`config.mk`:
```
export PLATFORM = sky130hd
export DESIGN_NAME = rhfdp_skid
export DESIGN_NICKNAME = d
export VERILOG_FILES = /design/src/hw/rtl/rhfdp_pkg.sv /design/src/hw/rtl/rhfdp_skid.sv
export SDC_FILE = /design/constraint.sdc
export NUM_CORES = 1
export LEC_CHECK = 0
export ABC_CLOCK_PERIOD_IN_PS = 5700
export BUFFER_PORTS_ARGS = -buffer_cell sky130_fd_sc_hd__buf_2
export CELL_PAD_IN_SITES_DETAIL_PLACEMENT = 0
export CELL_PAD_IN_SITES_GLOBAL_PLACEMENT = 2
export CORE_ASPECT_RATIO = 0.75
export CORE_UTILIZATION = 30
export DETAILED_ROUTE_END_ITERATION = 8
export GPL_TIMING_DRIVEN = 0
export PLACE_DENSITY = 0.64
export SLEW_MARGIN = 30
export SYNTH_ARGS = -nofsm -noshare
export SYNTH_HDL_FRONTEND = slang
export SYNTH_SLANG_ARGS = --single-unit
```
`constraint.sdc`:
```
create_clock -name clk -period 5.7 [get_ports clk]
set_input_delay 0.855 -clock clk [delete_from_list [all_inputs] [get_ports clk]]
set_output_delay 0.855 -clock clk [all_outputs]
set_load 0.02 [all_outputs]
```
`src/hw/rtl/rhfdp_pkg.sv`:
```
// shared constants, types and tables for the relative humidity pipeline
package rhfdp_pkg;

  localparam int unsigned NumW     = 57;
  localparam int unsigned DenW     = 29;
  localparam int unsigned QuotW    = 30;
  localparam int unsigned NumTerms = 12;

  localparam logic [22:0] DEW_T0   = 23'd1748224;
  localparam logic [22:0] DEW_A4   = 23'd206016;
  localparam logic [22:0] TEMP_OFF = 23'd1542208;
  localparam logic [13:0] A3_NUM   = 14'd8751;
  localparam logic [6:0]  A3_DEN1  = 7'd125;
  localparam logic [2:0]  A3_DEN2  = 3'd5;

  localparam logic signed [31:0] X_HIGH = 32'sd16777216;
  localparam logic signed [31:0] X_LOW  = -32'sd218103808;
  localparam logic signed [28:0] XO_OFF = 29'sd220952520;
  localparam logic [23:0] LN2       = 24'd11629080;
  localparam logic [16:0] LN2_RECIP = 17'd94548;
  localparam logic [30:0] TERM_ONE  = 31'h4000_0000;
  localparam logic [16:0] RH_MAX    = 17'h1_FFFF;

  typedef struct packed {
    logic                    ovf;
    logic                    neg;
    logic signed [QuotW:0]   quot;
  } rhfdp_quot_t;

  typedef struct packed {
    logic        big;
    logic        tiny;
    logic [4:0]  kp;
    logic [29:0] r30;
    logic [32:0] sum;
  } rhfdp_series_t;

  typedef struct packed {
    logic        saturated;
    logic [16:0] rh_frac;
  } rhfdp_result_t;

  // floor(2^30 / k) for the series term divisors
  function automatic logic [30:0] term_recip(input int unsigned k);
    logic [30:0] r;
    case (k)
      1:       r = 31'd1073741824;
      2:       r = 31'd536870912;
      3:       r = 31'd357913941;
      4:       r = 31'd268435456;
      5:       r = 31'd214748364;
      6:       r = 31'd178956970;
      7:       r = 31'd153391689;
      8:       r = 31'd134217728;
      9:       r = 31'd119304647;
      10:      r = 31'd107374182;
      11:      r = 31'd97612893;
      12:      r = 31'd89478485;
      default: r = 31'd0;
    endcase
    return r;
  endfunction

endpackage

```
`src/hw/rtl/rhfdp_skid.sv`:
```
// two-entry output buffer that decouples the pipeline stall from the consumer
module rhfdp_skid
  import rhfdp_pkg::*;
(
  input  logic          clk,
  input  logic          rst,
  input  logic          in_valid,
  output logic          in_ready,
  input  rhfdp_result_t in_data,
  output logic          out_valid,
  input  logic          out_ready,
  output rhfdp_result_t out_data
);

  logic          skid_valid;
  rhfdp_result_t skid_data;
  logic          in_fire;

  assign in_ready = !skid_valid;
  assign in_fire  = in_valid && in_ready;

  always_ff @(posedge clk) begin
    if (rst) begin
      out_valid  <= 1'b0;
      skid_valid <= 1'b0;
    end else if (out_ready || !out_valid) begin
      if (skid_valid) begin
        out_valid  <= 1'b1;
        skid_valid <= 1'b0;
      end else begin
        out_valid <= in_fire;
      end
    end else if (in_fire) begin
      skid_valid <= 1'b1;
    end
  end

  always_ff @(posedge clk) begin
    if (out_ready || !out_valid) begin
      if (skid_valid) begin
        out_data <= skid_data;
      end else if (in_fire) begin
        out_data <= in_data;
      end
    end else if (in_fire) begin
      skid_data <= in_data;
    end
  end

endmodule

```
# --- Yosys cells after proc, flatten, opt, wreduce, memory -nomap -nowiden ---
# Cells that the tools add are included.
totals:
  regBits: 38
  in_bits: 22
op_classes:
  n_mux: 3
  bitwise_logic: 1
  reduce_logical: 8
op_table:
  columns: ["operator", "n"]
  rows:
  - ["2-to-1 mux 18 bit", 2]
  - ["AND reduction 2 bit", 2]
  - ["logical NOT 1 bit", 2]
  - ["nonzero test 2 bit", 1]
  - ["OR reduction 2 bit", 1]
  - ["logical AND 1 bit", 1]
  - ["logical OR 1 bit", 1]
  - ["2-to-1 mux 1 bit", 1]
  - ["NOT 1 bit", 1]

# --- Longest topological paths before layout ---
# Gate-level depths: netlist of the first run.
depth:
  word_depth: 4
  depth_mapped: 3
  ltp_nobuf: 2

# --- Worst setup path before layout of the first run ---
# No wires, ideal clock.
synth_timing:
  kind: "input port to flip-flop"
  startpoint: "input out_ready"
  endpoint: "register skid_data[0] (netlist name) (enable)"
  arrival_ns: 2.450
  path_stages: 2
  path_buffers: 0
  setup_ns: 0.420
  slack_ns: 2.830
  required_time_ns: 5.280
  cell_sequence: "nand2b_1 > nor3b_1"
synth_between:
  elab_chain_len: 3
synth_rtl:
  columns: ["element", "line", "rtl"]
  rows:
  - ["start, declared", "rhfdp_skid.sv:11", "input logic out_ready,"]
  - ["logical OR 1 bit", "rhfdp_skid.sv:39", "if (out_ready || !out_valid) begin"]
  - ["NOT 1 bit (no line)", null, null]
  - ["AND reduction 2 bit (no line)", null, null]
  - ["end signal, assigned", "rhfdp_skid.sv:46", "skid_data <= in_data;"]
  - ["end, declared", "rhfdp_skid.sv:16", "rhfdp_result_t skid_data;"]
# No other way between the ends.
# A chain may end at the register's enable or synchronous reset.

# --- Final worst setup path of the first run ---
layout_timing:
  startpoint: "input out_ready"
  endpoint: "register skid_data[2] (netlist name) (enable)"
# Same word-level chain as after synthesis.

==> flow_metrics.env, run 1 <==
export IMPL_outcome="complete, no violations"
export IMPL_port_buffers=41
export IMPL_p_leak_nw=0.658
export IMPL_ys_ff_latch=38
export IMPL_synth_largest_area_cell="edfxtp_1"
export IMPL_cts_sinks=38
export IMPL_maxCapViolCount=0
export IMPL_p_seq_share_pct=59.4
export IMPL_synth_top_area_share_pct=78.0
export IMPL_worstSetupStartpointType="input pin"
export IMPL_synth_edf_count=36
export IMPL_avgViaCountPerCell=4.27
export IMPL_worstHoldPathCells=1
export IMPL_synth_common_cells="36 x edfxtp_1, 18 x mux2_2, 2 x buf_6, 2 x dfxtp_1"
export IMPL_rsz0062_at_grt="false"
export IMPL_finalSetupViolations=0
export IMPL_worst_slew_pin_slew_ps=844
export IMPL_intPower_uw=424
export IMPL_fillerInstances=418
export IMPL_postCtsSetupBuffers=0
export IMPL_cts_tree="yes"
export IMPL_n_antenna_cell=0
export IMPL_area_delta_synth_final_pct=27.6
export IMPL_max_freq_mhz=478
export IMPL_hold_violations=0
export IMPL_p_switching_uw=120
export IMPL_placementRows=21
export IMPL_cp_top_family="simple AND/OR/NAND/NOR gates"
export IMPL_grt_pass1_wl_um=3440
export IMPL_crit_type="input pin to flop"
export IMPL_fin_util_pct=39.8
export IMPL_ant_nets=0
export IMPL_fin_crit_ps=2090
export IMPL_slowest_stage="nor3b_2"
export IMPL_hp_start="skid_data[15]$_DFFE_PP_"
export IMPL_htreeDepth=2
export IMPL_die_height_um=60.8
export IMPL_clock_power_share_pct=31.9
export IMPL_synth_area_um2=1390
export IMPL_initial_utilization_pct=31.2
export IMPL_drc=0
export IMPL_via_count=738
export IMPL_wl_per_cell_um=13.9
export IMPL_syn_inst=65
export IMPL_min_to="out_data[15]$_DFFE_PP_"
export IMPL_wl_um=2410
export IMPL_cp_required_ps=5700
export IMPL_critPathMaxStageDelay_ps=520
export IMPL_place_inst=165
export IMPL_worst_setup_path_end_kind="flop"
export IMPL_pwr_share_comb_pct=8.7
export IMPL_ys_types=11
export IMPL_power_uw=544
export IMPL_antenna_found_initial=0
export IMPL_finalSetupTns_ps=0
export IMPL_die_area_um2=4900
export IMPL_core_area_um2=4440
export IMPL_ioPinCount=42
export IMPL_ys_async_sr_fraction_pct=0
export IMPL_dp_hpwl_um=1670
export IMPL_min_path_type="flop to flop"
export IMPL_r2r_cells=4
export IMPL_r2r_setup_slack_ps=3980
export IMPL_cp_max_fo=8
export IMPL_ctsHoldBuffers=0
export IMPL_synth_ff_type="edfxtp_1"
export IMPL_drive_gt1_share_pct=60.3
export IMPL_clkLatencyLatePin_ps=280
export IMPL_fin_skew_ps=2.59
export IMPL_finalNonFillerCells=173
export IMPL_synth_most_common_cell="edfxtp_1"
export IMPL_switching_share_pct=22.1
export IMPL_fp_dieW_um=80.5
export IMPL_finalMaxSlewViolations=0
export IMPL_slew_headroom_pct=43.8
export IMPL_synth_nets=87
export IMPL_seq_area_frac_synth_pct=80.9
export IMPL_synth_area_per_cell_um2=21.3
export IMPL_path_buf_inv=3
export IMPL_first_pass_iters=3
export IMPL_clk_pin_slew_ps=70
export IMPL_power_density_nw_per_um2=308
export IMPL_synth_area_leaders="edfxtp_1 78%, mux2_2 15%, dfxtp_1 2.9%"
export IMPL_r2r_start="skid_valid$_SDFFE_PP0P_"
export IMPL_period_share_pct=36.7
export IMPL_clock_path_buffers=2
export IMPL_cts_made_buffers=5
export IMPL_crit_chain="buf_2, nand2b_1, nor3b_2, buf_4, buf_6"
export IMPL_ir_drop_v=0.000122
export IMPL_cp_data_arrival_time_ps=2100
export IMPL_timing_rr_end="skid_data[2]$_DFFE_PP_"
export IMPL_fin_nets=137
export IMPL_grt_max_degree=19
export IMPL_cts_resized_gates=0
export IMPL_drt_iter0_drc=45
export IMPL_grt_usage_pct=10.4
export IMPL_grt_overflow=0
export IMPL_root_buffer="clkbuf_8"
export IMPL_yosysWarnings=0
export IMPL_globalplace_congestion=0.661
export IMPL_first_global_vias=709
-- cell type report --
cell class | instances | area, um^2 | area share (%)
Multi-Input combinational cell | 24 | 243 | 13.7
Buffer | 2 | 22.5 | 1.27
Clock inverter | 2 | 8.76 | 0.496
Tap cell | 57 | 71.3 | 4.04
Sequential cell | 38 | 1120 | 63.5
Clock buffer | 6 | 72.6 | 4.11
Inverter | 1 | 3.75 | 0.212
Timing Repair Buffer | 43 | 224 | 12.7
-- flip-flops by register name (all words and copies together), names as in the netlist --
signal	flops
out_data	18
skid_data	18
out_valid	1
skid_valid	1
-- how the worst max path moves through the flow --
stage	from	endpoint	slack (ps)	cells past startpoint
final	out_ready	skid_data[2]$_DFFE_PP_	3610	5
after global placement	out_ready	skid_data[2]$_DFFE_PP_	1800	3
after CTS	out_ready	skid_data[2]$_DFFE_PP_	3570	5
after floorplan	out_ready	skid_data[0]$_DFFE_PP_	2830	2
after global routing	out_ready	skid_data[4]$_DFFE_PP_	3500	5
after detailed placement	out_ready	skid_data[13]$_DFFE_PP_	3270	5
-- logic make-up (layout without fill, tap and decap cells) --
group	Yosys count	in the layout	share of synthesized area [%]
muxes	18	18	14.6
AOI/OAI and AO/OA	2	2	0.903
DFF	38	38	80.9
buffers and inverters	3	54	1.90
and+or+nand+nor	4	4	1.63
-- layer usage --
metal | part of all wire, % | GRT usage, % | vias to the layer above | wire [um]
met1 | 49 | 12.7 | 352 | 1180
li1 | - | - | 353 | -
met5 | 0 | 0 | - | 0
met3 | 5.7 | 3.61 | 6 | 138
met4 | 2.4 | 7.65 | 0 | 57
met2 | 43 | 15.4 | 27 | 1040
-- per-stage QoR --
stage / worst slack [ps] / hold WS [ps] / cell area, um^2
finish: 3610 / 553 / 1770
global route: 3500 / 564 / 1770
CTS: 3570 / 554 / 1770
detailed placement: 3270 / 537 / 1690
floorplan: 2830 / 523 / 1390
global placement: 1800 / 522 / 1660
-- power groups by stage --
stage / clock network, mW / logic (mW) / registers [mW]
floorplan: 0 / 0.0141 / 0.342
global placement: 0 / 0.0462 / 0.330
detailed placement: 0 / 0.0482 / 0.330
CTS: 0.180 / 0.0484 / 0.324
global route: 0.192 / 0.0512 / 0.324
finish: 0.174 / 0.0475 / 0.323
-- cells in the final DEF, fill, tap and decap left out, drive strengths merged --
master / n
buf: 45
edfxtp: 36
mux2: 18
clkbuf: 6
dfxtp: 2
clkinv: 2
inv: 1
nand2b: 1
o21a: 1
nor3b: 1
nor2: 1
a21oi: 1
nor3: 1
(Power assumes the default switching activity.)
==> inputs of run 2 (changes only) <==
--- a/config.mk
+++ b/config.mk
@@ -5,15 +5,16 @@
 export SDC_FILE = /design/constraint.sdc
 export NUM_CORES = 1
 export LEC_CHECK = 0
-export ABC_CLOCK_PERIOD_IN_PS = 5700
+export ABC_AREA = 1
+export ABC_CLOCK_PERIOD_IN_PS = 1700
 export BUFFER_PORTS_ARGS = -buffer_cell sky130_fd_sc_hd__buf_2
 export CELL_PAD_IN_SITES_DETAIL_PLACEMENT = 0
 export CELL_PAD_IN_SITES_GLOBAL_PLACEMENT = 2
 export CORE_ASPECT_RATIO = 0.75
-export CORE_UTILIZATION = 30
+export CORE_UTILIZATION = 29
 export DETAILED_ROUTE_END_ITERATION = 8
 export GPL_TIMING_DRIVEN = 0
-export PLACE_DENSITY = 0.64
+export PLACE_DENSITY = 0.7
 export SLEW_MARGIN = 30
 export SYNTH_ARGS = -nofsm -noshare
 export SYNTH_HDL_FRONTEND = slang
==> constraint.sdc (replaced) <==
create_clock -name clk -period 1.7 [get_ports clk]
set_input_delay 0.255 -clock clk [delete_from_list [all_inputs] [get_ports clk]]
set_output_delay 0.255 -clock clk [all_outputs]
set_load 0.02 [all_outputs]
==> run 2 against run 1 <==
Net effect:
- hold slack worse by 380 ps
- clock-buffer cell count rose by 2
- setup slack got worse by 3300 ps
- first-iteration DRC count is 13% higher
- wire length is 0.25% lower
- sequential cell count unchanged
- die area up 4.0%
- sequential power increased to 3.4 times the previous value
- total power increased to 3.3 times the previous value
==> flow_metrics.env, run 2 <==
export IMPL_outcome="complete, no violations"
export IMPL_drt_iter0_drc=51
export IMPL_r2r_setup_slack_ps=340
export IMPL_yosysWarnings=0
export IMPL_timing_rr_end="skid_data[1]$_DFFE_PP_"
export IMPL_grt_pass1_wl_um=3890
export IMPL_grt_overflow=0
export IMPL_finalSetupTns_ps=0
export IMPL_cts_sinks=38
export IMPL_rsz0062_at_grt="false"
export IMPL_crit_type="flop to output pin"
export IMPL_synth_area_um2=1390
export IMPL_die_height_um=62.0
export IMPL_final_cell_mix="55 x nand2_1, 42 x buf_2, 36 x edfxtp_1"
export IMPL_antenna_found_initial=0
export IMPL_clock_path_buffers=2
export IMPL_avgViaCountPerCell=4.11
export IMPL_pre_cts_slack_ps=17.7
export IMPL_hold_violations=0
export IMPL_finalSetupViolations=0
export IMPL_synth_edf_count=36
export IMPL_synth_area_per_cell_um2=13.1
export IMPL_root_buffer="clkbuf_8"
export IMPL_core_area_um2=4550
export IMPL_r2r_cells=2
export IMPL_syn_inst=106
export IMPL_min_to="skid_data[8]$_DFFE_PP_"
export IMPL_min_path_type="input pin to flop"
export IMPL_fillerInstances=466
export IMPL_port_buffers=41
export IMPL_slew_headroom_pct=59.6
export IMPL_synth_common_cells="55 x nand2_1, 36 x edfxtp_1, 3 x nor2_1"
export IMPL_drc=0
export IMPL_cp_top_family="buffers and inverters"
export IMPL_die_area_um2=5090
export IMPL_setup_slack_ps=333
export IMPL_fin_nets=176
export IMPL_cts_tree="yes"
export IMPL_synth_ff_type="edfxtp_1"
export IMPL_worstSetupStartpointType="flop"
export IMPL_clk_pin_slew_ps=70
export IMPL_p_leak_nw=0.755
export IMPL_fp_dieW_um=82.1
export IMPL_clkLatencyLatePin_ps=280
export IMPL_wl_um=2400
export IMPL_ys_types=12
export IMPL_grt_max_degree=19
export IMPL_crit_chain="inv_2, buf_6, buf_2"
export IMPL_cp_max_fo=10
export IMPL_max_freq_mhz=731
export IMPL_ioPinCount=42
export IMPL_ctsHoldBuffers=0
export IMPL_area_delta_synth_final_pct=26.9
export IMPL_grt_usage_pct=10.9
export IMPL_maxCapViolCount=0
export IMPL_synth_nets=128
export IMPL_fin_skew_ps=6.68
export IMPL_worstHoldPathCells=1
export IMPL_synth_most_common_cell="nand2_1"
export IMPL_postCtsSetupBuffers=0
export IMPL_synth_top_area_share_pct=77.6
export IMPL_synth_largest_area_cell="edfxtp_1"
export IMPL_dp_hpwl_um=1710
export IMPL_ys_ff_latch=38
export IMPL_slowest_stage="dfxtp_1"
export IMPL_ys_async_sr_fraction_pct=0
export IMPL_cts_made_buffers=5
export IMPL_synth_area_leaders="edfxtp_1 78%, nand2_1 15%, dfxtp_1 2.9%"
export IMPL_critPathMaxStageDelay_ps=330
export IMPL_period_share_pct=80.4
export IMPL_seq_area_frac_synth_pct=80.4
export IMPL_first_global_vias=833
export IMPL_first_pass_iters=4
export IMPL_htreeDepth=2
export IMPL_ir_drop_v=0.000312
export IMPL_r2r_start="out_valid$_SDFFE_PP0P_"
export IMPL_power_density_nw_per_um2=1030
export IMPL_finalMaxSlewViolations=0
export IMPL_wl_per_cell_um=11.3
export IMPL_worst_slew_pin_slew_ps=605
export IMPL_cp_data_arrival_time_ps=1110
export IMPL_reg_top3="out_data: 18 flops, skid_data: 18 flops"
export IMPL_power_mw=1.82
export IMPL_worst_setup_path_end_kind="output pin"
export IMPL_path_buf_inv=3
export IMPL_via_count=871
export IMPL_drive_gt1_share_pct=33.5
export IMPL_dpl_cell_area_um2=1680
export IMPL_fin_area_um2=1770
export IMPL_ant_nets=0
export IMPL_hp_start="in_data[8]"
export IMPL_globalplace_congestion=0.671
export IMPL_final_common_cell="nand2_1"
export IMPL_n_antenna_cell=0
export IMPL_fin_crit_ps=1370
export IMPL_cp_required_ps=1440
export IMPL_placementRows=21
export IMPL_initial_utilization_pct=30.7
## run 2: changes by cell type in the layout (fill, tap and decap cells not counted), sizes merged, moves of 2 or more
cell    before  now
nand2        0   55
clkinv       2    0
nor2         1    3
mux2        18    0
nand3        0    2
clkbuf       6    8
inv          1    3
## run 2: per-layer routing
layer	share of wire, %	vias to the layer above	GRT usage [%]	wire length [um]
met5	0	-	0	0
met4	1.9	0	6.02	45
met3	4.0	5	3.07	95
met2	49	19	16.6	1180
met1	45	396	14.2	1080
li1	-	451	-	-
## run 2: power by group
part | leakage [nW] | switching [mW] | internal, mW
logic | 0.360 | 0.110 | 0.0561
registers | 0.355 | 0.0125 | 1.08
clock network | 0.0395 | 0.271 | 0.291
total | 0.755 | 0.393 | 1.43
## run 2: stage by stage
stage                     cells  hold slack, ps  utilization, %
final                       212             170            38.9
after detailed placement    204             452            37.0
after global routing        212             159            38.9
after floorplan             106             354               -
after CTS                   212             159            38.8
after global placement      204             448            36.9
## run 2: how the worst max path moves through the flow
stage / start / to / slack, ps / cells past startpoint
floorplan: out_valid$_SDFFE_PP0P_ / skid_data[0]$_DFFE_PP_ / 210 / 2
global placement: skid_valid$_SDFFE_PP0P_ / skid_data[0]$_DFFE_PP_ / 20 / 2
detailed placement: out_ready / skid_data[3]$_DFFE_PP_ / 20 / 4
CTS: skid_valid$_SDFFE_PP0P_ / skid_data[1]$_DFFE_PP_ / 40 / 2
global route: skid_valid$_SDFFE_PP0P_ / in_ready / 240 / 3
finish: skid_valid$_SDFFE_PP0P_ / in_ready / 330 / 3
## run 2: logic make-up after synthesis
kind of cell | Yosys count | synth area share, %
simple gates | 60 | 16.3
flops | 38 | 80.4
buf+inv | 6 | 2.51
compound gates | 2 | 0.717
## run 2: what timing repair did
item / 4_1_cts / 5_1_grt
hold endpoints to repair: 0 / 0
resized for setup: 0 / 1
endpoints found under the setup margin: 0 / 18
## run 2: final cells by class
type	count	area, um^2	share of cell area, %
flip-flops and latches	38	1120	63.4
repair buffers	41	205	11.6
multi-input cells	62	256	14.5
plain buffers	3	23.8	1.34
well taps	57	71.3	4.03
inverters	3	11.3	0.636
clock buffers	8	80.1	4.53
==> inputs of run 3 (changes only) <==
--- a/config.mk
+++ b/config.mk
@@ -5,16 +5,16 @@
 export SDC_FILE = /design/constraint.sdc
 export NUM_CORES = 1
 export LEC_CHECK = 0
-export ABC_AREA = 1
-export ABC_CLOCK_PERIOD_IN_PS = 1700
+export ABC_AREA = 0
+export ABC_CLOCK_PERIOD_IN_PS = 1390
 export BUFFER_PORTS_ARGS = -buffer_cell sky130_fd_sc_hd__buf_2
 export CELL_PAD_IN_SITES_DETAIL_PLACEMENT = 0
 export CELL_PAD_IN_SITES_GLOBAL_PLACEMENT = 2
 export CORE_ASPECT_RATIO = 0.75
-export CORE_UTILIZATION = 29
+export CORE_UTILIZATION = 30
 export DETAILED_ROUTE_END_ITERATION = 8
 export GPL_TIMING_DRIVEN = 0
-export PLACE_DENSITY = 0.7
+export PLACE_DENSITY = 0.64
 export SLEW_MARGIN = 30
 export SYNTH_ARGS = -nofsm -noshare
 export SYNTH_HDL_FRONTEND = slang
==> constraint.sdc (replaced) <==
create_clock -name clk -period 1.39 [get_ports clk]
set_input_delay 0.2085 -clock clk [delete_from_list [all_inputs] [get_ports clk]]
set_output_delay 0.2085 -clock clk [all_outputs]
set_load 0.02 [all_outputs]
==> run 3 against run 2 <==
Net effect:
- cell area up 4.2%
- largest cell class unchanged
- critical path depth unchanged
- highest routed layer is now met3
- global-route usage down 1.3 points
- combinational power up 21%
- largest power group unchanged
- core utilization up 2.6 points
- total power up 43%
- wire length down 6.2%
- sequential power up 22%
- clock skew down 3.5 ps
- clock power up 90%
- clock-buffer cell count down 3
- cell count down 19%
==> flow_metrics.env, run 3 (same netlist as run 1, synthesis figures left out) <==
export IMPL_crit_chain="buf_6, inv_1, buf_2"
export IMPL_worstSetupStartpointType="flop"
export IMPL_final_common_cell="buf_2"
export IMPL_cts_tree="yes"
export IMPL_drt_iter0_drc=16
export IMPL_min_path_type="input pin to flop"
export IMPL_slowest_stage="dfxtp_2"
export IMPL_worst_setup_path_end_kind="output pin"
export IMPL_dr_max_layer_used="met3"
export IMPL_htreeDepth=2
export IMPL_globalplace_congestion=0.635
export IMPL_p_seq_share_pct=51.1
export IMPL_initial_utilization_pct=31.2
export IMPL_n_antenna_cell=0
export IMPL_cp_data_arrival_time_ps=1030
export IMPL_ant_nets=0
export IMPL_clk_pin_slew_ps=70
export IMPL_hold_violations=0
export IMPL_drc=0
export IMPL_cp_max_fo=10
export IMPL_grt_pass1_wl_um=3240
export IMPL_area_delta_synth_final_pct=33.1
export IMPL_via_count=748
export IMPL_fin_area_um2=1840
export IMPL_placementRows=21
export IMPL_pre_cts_slack_ps=-374
export IMPL_grt_usage_pct=9.65
export IMPL_rsz0062_at_grt="false"
export IMPL_finalSetupTns_ps=0
export IMPL_finalNonFillerCells=172
export IMPL_wirelength_met1_um=1010
export IMPL_worst_slew_pin_slew_ps=279
export IMPL_die_height_um=60.8
export IMPL_reg_top3="out_data: 18 flops, skid_data: 18 flops"
export IMPL_grt_max_degree=19
export IMPL_fillerInstances=415
export IMPL_critPathMaxStageDelay_ps=380
export IMPL_period_share_pct=89.0
export IMPL_fin_nets=136
export IMPL_clock_power_share_pct=41.2
export IMPL_wl_met3_um=153
export IMPL_cts_made_buffers=5
export IMPL_max_freq_mhz=808
export IMPL_finalMaxSlewViolations=0
export IMPL_finalSetupViolations=0
export IMPL_final_cell_mix="41 x buf_2, 36 x edfxtp_1, 18 x mux2_2"
export IMPL_p_leak_nw=0.687
export IMPL_fin_util_pct=41.5
export IMPL_cp_required_ps=1180
export IMPL_fp_dieW_um=80.5
export IMPL_wl_per_cell_um=13.1
export IMPL_switching_share_pct=18.7
export IMPL_fin_crit_ps=1240
export IMPL_clkLatencyLatePin_ps=280
export IMPL_core_area_um2=4440
export IMPL_ctsHoldBuffers=0
export IMPL_avgViaCountPerCell=4.35
export IMPL_first_global_vias=668
export IMPL_ioPinCount=42
export IMPL_port_buffers=41
export IMPL_first_pass_iters=3
export IMPL_slew_headroom_pct=81.4
export IMPL_dpl_cell_area_um2=1680
export IMPL_intPower_mw=2.11
export IMPL_root_buffer="clkbuf_8"
export IMPL_wl_um=2250
export IMPL_maxCapViolCount=0
export IMPL_whs_ps=92.3
export IMPL_fin_skew_ps=3.15
export IMPL_pwr_share_comb_pct=7.7
export IMPL_p_switching_uw=486
export IMPL_ir_drop_v=0.000690
export IMPL_dp_hpwl_um=1510
export IMPL_power_density_nw_per_um2=1410
export IMPL_outcome="complete, no violations"
export IMPL_setup_slack_ps=152
export IMPL_grt_overflow=0
export IMPL_crit_type="flop to output pin"
export IMPL_antenna_found_initial=0
export IMPL_die_area_um2=4900
export IMPL_place_inst=163
export IMPL_clock_path_buffers=2
export IMPL_power_mw=2.60
export IMPL_cts_sinks=38
export IMPL_drive_gt1_share_pct=64.3
export IMPL_route_met2_wl_um=1090
[run 3: changes by cell type in the layout (fill, tap and decap cells not counted), moves of 2 or more]
cell       change
nand2_1       -55
mux2_2        +18
clkbuf_1       -3
bufinv_16      +2
dfxtp_1        -2
dfxtp_2        +2
nand3_1        -2
[run 3: routing by layer]
metal / vias up / GRT usage, %
met4: 0 / 4.59
met3: 0 / 4.66
li1: 353 / -
met1: 373 / 12.2
met2: 22 / 14.0
met5: - / 0
[run 3: worst paths after layout]
check                     startpoint                       to  slack, ps  cells past startpoint
max          skid_valid$_SDFFE_PP0P_                 in_ready        150                      3
min                              rst   out_valid$_SDFFE_PP0P_         90                      2
max reg2reg  skid_valid$_SDFFE_PP0P_   skid_data[4]$_DFFE_PP_        190                      3
min reg2reg   out_valid$_SDFFE_PP0P_  skid_valid$_SDFFE_PP0P_        510                      2
[run 3: layout make-up]
cell class	count	area, um^2	area share, %
sequential	38	1120	61.0
multi-input combinational	24	264	14.3
timing repair buffer	42	225	12.2
tap	57	71.3	3.87
clock buffer	5	68.8	3.73
clock inverter	3	63.8	3.46
buffer	2	22.5	1.22
inverter	1	3.75	0.204
[run 3: worst max-delay path, delay by kind of cell, from the launching register on]
kind,cells,cell delay [ps]
buffers and inverters,3,380
DFF,1,380
[run 3: repair_timing]
item / 4_1_cts / 5_1_grt
resized for setup: 2 / 0
setup endpoints to repair: 36 / 0
setup buffers: 1 / 0
[run 3: power by group through the flow]
stage / sequential (mW) / clock, mW / combinational, mW
2_1_floorplan: 1.40 / 0 / 0.0621
3_3_place_gp: 1.35 / 0 / 0.193
3_5_place_dp: 1.35 / 0 / 0.197
4_1_cts: 1.33 / 1.10 / 0.206
5_1_grt: 1.33 / 1.14 / 0.220
6_report: 1.33 / 1.07 / 0.201
